==> config.mk <==
export PLATFORM = sky130hd
export DESIGN_NAME = sfla_ctrl
export DESIGN_NICKNAME = d
export VERILOG_FILES = /design/src/rtl/sfla_pkg.sv /design/src/rtl/sfla_ctrl.sv
export SDC_FILE = /design/constraint.sdc
export NUM_CORES = 1
export LEC_CHECK = 0
export BUFFER_PORTS_ARGS = -buffer_cell sky130_fd_sc_hd__buf_2
export CAP_MARGIN = 10
export CORE_AREA = 2 2 39 41
export CTS_BUF_LIST = sky130_fd_sc_hd__clkbuf_4 sky130_fd_sc_hd__clkbuf_8
export DETAILED_ROUTE_END_ITERATION = 10
export DIE_AREA = 0 0 41 43
export HOLD_SLACK_MARGIN = 0.03
export PLACE_DENSITY = 0.51
export SYNTH_ARGS = -nofsm -noshare
export SYNTH_HDL_FRONTEND = slang
export SYNTH_SLANG_ARGS = --single-unit
==> constraint.sdc <==
create_clock -name clk -period 1.5 [get_ports clk]
set_clock_uncertainty 0.05 [all_clocks]
set_input_delay 0.45 -clock clk [delete_from_list [all_inputs] [get_ports clk]]
set_output_delay 0.45 -clock clk [all_outputs]
set_load 0.01 [all_outputs]
==> src/rtl/sfla_pkg.sv <==
`timescale 1ns / 1ps
// shared types and constants for the segment free list allocator
// no dependencies

package sfla_pkg;

  localparam int NUM_SEGMENTS = 1024;
  localparam int SEG_IDX_W    = $clog2(NUM_SEGMENTS);
  localparam int SEG_CNT_W    = SEG_IDX_W + 1;
  localparam int FIELD_W      = 10;
  localparam int SPC_W        = 11;
  localparam int SPC_RESET    = 64;
  localparam int PROD_W       = FIELD_W + SPC_W + 1;

  typedef enum logic [2:0] {
    S_INIT,
    S_IDLE,
    S_DECODE,
    S_POP,
    S_DIV,
    S_PUSH
  } sfla_state_t;

  typedef enum logic [1:0] {
    OUT_NONE,
    OUT_FAIL,
    OUT_ALLOC,
    OUT_RET
  } sfla_out_sel_t;

  typedef struct packed {
    logic          init_wr;
    logic          latch;
    logic          rd_top;
    logic          div_start;
    logic          mul_load;
    logic          pop;
    logic          push;
    sfla_out_sel_t emit;
  } sfla_cmd_t;

  typedef struct packed {
    logic cmd_is_ret;
    logic list_empty;
    logic div_idle;
    logic init_last;
  } sfla_status_t;

endpackage

==> src/rtl/sfla_ctrl.sv <==
`timescale 1ns / 1ps
// controller state machine: link memory init pass and command sequencing
// depends on sfla_pkg

module sfla_ctrl (
  input  logic                   clk,
  input  logic                   rst_n,
  input  logic                   start,
  output logic                   busy,
  input  sfla_pkg::sfla_status_t status,
  output sfla_pkg::sfla_cmd_t    cmd
);
  import sfla_pkg::*;

  sfla_state_t state_r, state_nxt;

  always_ff @(posedge clk) begin
    if (!rst_n) begin
      state_r <= S_INIT;
    end else begin
      state_r <= state_nxt;
    end
  end

  always_comb begin
    state_nxt = state_r;
    cmd       = '0;
    cmd.emit  = OUT_NONE;
    unique case (state_r)
      S_INIT: begin
        cmd.init_wr = 1'b1;
        if (status.init_last) begin
          state_nxt = S_IDLE;
        end
      end
      S_IDLE: begin
        if (start) begin
          cmd.latch = 1'b1;
          state_nxt = S_DECODE;
        end
      end
      S_DECODE: begin
        if (status.cmd_is_ret) begin
          cmd.mul_load = 1'b1;
          state_nxt    = S_PUSH;
        end else if (status.list_empty) begin
          cmd.emit  = OUT_FAIL;
          state_nxt = S_IDLE;
        end else begin
          cmd.rd_top    = 1'b1;
          cmd.div_start = 1'b1;
          state_nxt     = S_POP;
        end
      end
      S_POP: begin
        cmd.pop   = 1'b1;
        state_nxt = S_DIV;
      end
      S_DIV: begin
        if (status.div_idle) begin
          cmd.emit  = OUT_ALLOC;
          state_nxt = S_IDLE;
        end
      end
      S_PUSH: begin
        cmd.push  = 1'b1;
        cmd.emit  = OUT_RET;
        state_nxt = S_IDLE;
      end
      default: begin
        state_nxt = S_IDLE;
      end
    endcase
  end

  assign busy = (state_r != S_IDLE);

endmodule

==> impl_table.tex <==
\begin{tabular}{lr}
\hline
Metric & Value \\
\hline
\multicolumn{2}{l}{\textbf{Placement}} \\
\quad Placer Congestion & 0.734 \\
\quad HPWL reported at the end of detailed placement & just under 600 um \\
\quad Port Buffer Count & 16 \\
\multicolumn{2}{l}{\textbf{Min path}} \\
\quad Hold Crit Class & in -> reg \\
\multicolumn{2}{l}{\textbf{Synthesis}} \\
\quad Top cells by area in the synthesized netlist & dfxtp\_1 (22\%), nor2\_1 (8.4\%), nor4\_4 (7.9\%) \\
\quad Number of nets produced by synthesis & 40 \\
\quad Area share of the largest cell type after synthesis & roughly 22\% \\
\quad Top cell type by total area after synthesis & dfxtp\_1 \\
\quad Synth cell count leaders & nor2\_1 (6), dfxtp\_1 (3) \\
\quad Post-synth top flop & dfxtp\_1 \\
\quad Share of the yosys chip area belonging to registers & 22.3\% \\
\quad Mean area per synthesized cell & 8.15 um\^{}2 \\
\quad Number of synthesized flops with an enable pin & 0 \\
\quad Number of flip-flops and latches in the synthesized netlist & 3 \\
\quad Number of distinct library cells after synthesis & 21 \\
\quad Post-synthesis instance area & 269 um\^{}2 \\
\quad Synth Warn \# & 0 \\
\quad Ys async rst share & 0\% \\
\quad Most frequent cell after synthesis & nor2\_1 \\
\quad Cell count after synthesis & 33 \\
\multicolumn{2}{l}{\textbf{Routing}} \\
\quad First-pass detailed-route iteration total & 3 \\
\quad Initial drt markers & 1 \\
\quad Via density & 4.20 \\
\quad Count of vias placed by the detailed router & 332 \\
\quad Total Wirelength & 772 um \\
\quad Routed length per placed instance & 9.77 um \\
\quad Post-route DRC & 0 \\
\quad Count of antenna-violating nets left after detailed routing & 0 \\
\multicolumn{2}{l}{\textbf{Cells and area}} \\
\quad Area of the multi-input gates & 206 um\^{}2 \\
\quad Layout net count & 71 \\
\quad Register bank with the most flops & state\_r \\
\quad Flip-flop count of the largest register after layout & 3 \\
\quad Sequential cell area & 68.8 um\^{}2 \\
\quad Final-layout fill cell count & 142 \\
\quad Antenna cell count & 0 \\
\quad Largest registers & state\_r x3 \\
\quad Post-Route Utilization & 39.0\% \\
\quad Share of post-route cells with drive strength above 1 & 69.8\% \\
\quad Area growth from synthesis to layout & 100\% \\
\multicolumn{2}{l}{\textbf{Setup path}} \\
\quad Critical path data required time & 1.00 ns \\
\quad Setup slack of the most critical reg-to-reg path & $\sim$0.18 ns \\
\quad CP Class & reg -> out \\
\quad Critical Path Source Type & register \\
\quad Category of the worst setup path capture point & output port \\
\quad Data arrival time at the worst-slack endpoint & 1.12 ns \\
\quad Maximum fanout count along the critical path & 5 \\
\multicolumn{2}{l}{\textbf{Global route}} \\
\quad Congestion Overflow GR & 0 \\
\quad GRT Util Overall & 11.0\% \\
\quad Met2 GRT Util & between 15 and 20\% \\
\quad Most Crowded Layer GR & met2 \\
\quad First-pass GRT wire length & 1280 um \\
\quad Global Route met1 Usage & 12.1\% \\
\quad Via count of the first global-routing pass & 327 \\
\quad Maximum number of pins on one net before global-route repair & 6 \\
\quad Antenna violations before repair & 0 \\
\quad Grt met3 use & 4.71\% \\
\multicolumn{2}{l}{\textbf{Pwr}} \\
\quad Final Power & 384 uW \\
\quad Pwr per Cell Area & just over 700 nW/um\^{}2 \\
\quad Leakage power of the design & 0.288 nW \\
\quad Maximum ir drop on the vdd rail & roughly 420 uV \\
\multicolumn{2}{l}{\textbf{STA}} \\
\quad Setup-failing EPs final & 9 \\
\quad Max frequency & between 600 and 700 MHz \\
\quad Final number of hold-violating endpoints & 0 \\
\quad Worst slew slack as a fraction of its limit & 81.1\% \\
\quad Final setup margin & -0.117 ns \\
\quad Min Clock Period, post-route & 1.62 ns \\
\quad Final worst path period share & 108\% \\
\quad Max-slew violation count & 0 \\
\quad Tightest Pin Transition & 0.282 ns \\
\quad RSZ-0062 raised after global routing & yes \\
\multicolumn{2}{l}{\textbf{Floorplanning}} \\
\quad Overall die height & roughly 43 um \\
\quad Initial standard-cell utilization of the core & 19.4\% \\
\quad Die span in x & 41 um \\
\quad Total Die Area & about 1800 um\^{}2 \\
\quad Number of top-level pins & 17 \\
\quad Number of standard-cell rows in the floorplan & 14 \\
\quad Core area & 1380 um\^{}2 \\
\multicolumn{2}{l}{\textbf{Clock tree}} \\
\quad H-tree Lvls & 1 \\
\quad Maximum root-to-sink buffer count & 2 \\
\quad Clock input transition at the sequential cells of the worst setup and hold paths & about 0.04 ns \\
\quad TritonCTS Sinks & 3 \\
\quad Clock buffers created by TritonCTS & 3 \\
\quad Root Buffer & clkbuf\_4 \\
\quad CTS tree & done \\
\quad Worst-skew pair later-pin latency & between 0.2 and 0.25 ns \\
\multicolumn{2}{l}{\textbf{Status}} \\
\quad Violated checks & negative setup slack \\
\quad Outcome & finished, violations left \\
\multicolumn{2}{l}{\textbf{Flow run}} \\
\quad Maximum Capacitance Violations & 0 \\
\hline
\end{tabular}
## critical path: stages (launching register included)
cell and delay, ns:
dfxtp_4 0.35, buf_6 0.12, nor4_4 0.23, buf_2 0.18
## routing by layer
layer  wire length, um  part of all wire (%)  vias up
met5                 0                     0        -
met4                 0                     0        0
met3                33                   4.3        0
met2               429                    56        5
met1               309                    40      153
li1                  -                     -      174
## placed cells by master, fill, tap and decap left out, types with 2 or more instances in the layout
master	synthesis	routed
buf_2	2	15
buf_4	1	8
buf_6	0	6
nor2_1	6	4
clkbuf_4	0	4
o211a_1	2	2
inv_1	2	2
mux2i_1	2	2
dfxtp_4	0	2
## kinds of logic (layout without fill, tap and decap cells)
group                  count (synthesis)  after routing  share of synthesized area (%)
DFF                                    3              3                           22.3
buffers and inverters                  6             36                           10.7
and+or+nand+nor                       15             15                           40.5
muxes                                  2              2                           7.44
AOI/OAI and AO/OA                      7              7                           19.1
## final cells by class
class                      count  area share [%]
sequential                     3            12.8
timing repair buffer          29            37.6
tap                           16            3.71
clock buffer                   4            5.57
multi-input combinational     24            38.3
inverter                       3            2.09
## through the flow
stage                     cells  cell area [um^2]  hold slack, ns  setup slack [ns]  setup TNS (ns)
after floorplan              33               269           0.509            0.0106               0
after global placement       69               404           0.595           -0.0515          -0.121
after detailed placement     69               404           0.601           -0.0552          -0.108
after CTS                    76               482           0.406            -0.145          -0.713
after global routing         79               539           0.403            -0.187           -1.17
final                        79               539           0.419            -0.117          -0.514
## where the power goes
group	switching, mW	internal (mW)	total (mW)
logic	0.0593	0.0718	0.131
clock network	0.0402	0.118	0.158
registers	0.00908	0.0859	0.0950
## what timing repair did
item | in CTS | in global routing
resized for setup | 9 | 8
setup buffers | 3 | 3
hold buffers | 0 | 0
setup endpoints to repair | 10 | 10
pin swaps | 3 | 1
## path summary, 6_finish.rpt
check | start | endpoint | cells after the start
max | state_r[0] | cmd[6] | 3
min | rst_n | state_r[1] | 2
max reg2reg | state_r[1] | state_r[1] | 5
min reg2reg | state_r[1] | state_r[0] | 3
No activity file was read; power rests on OpenSTA's default activity.
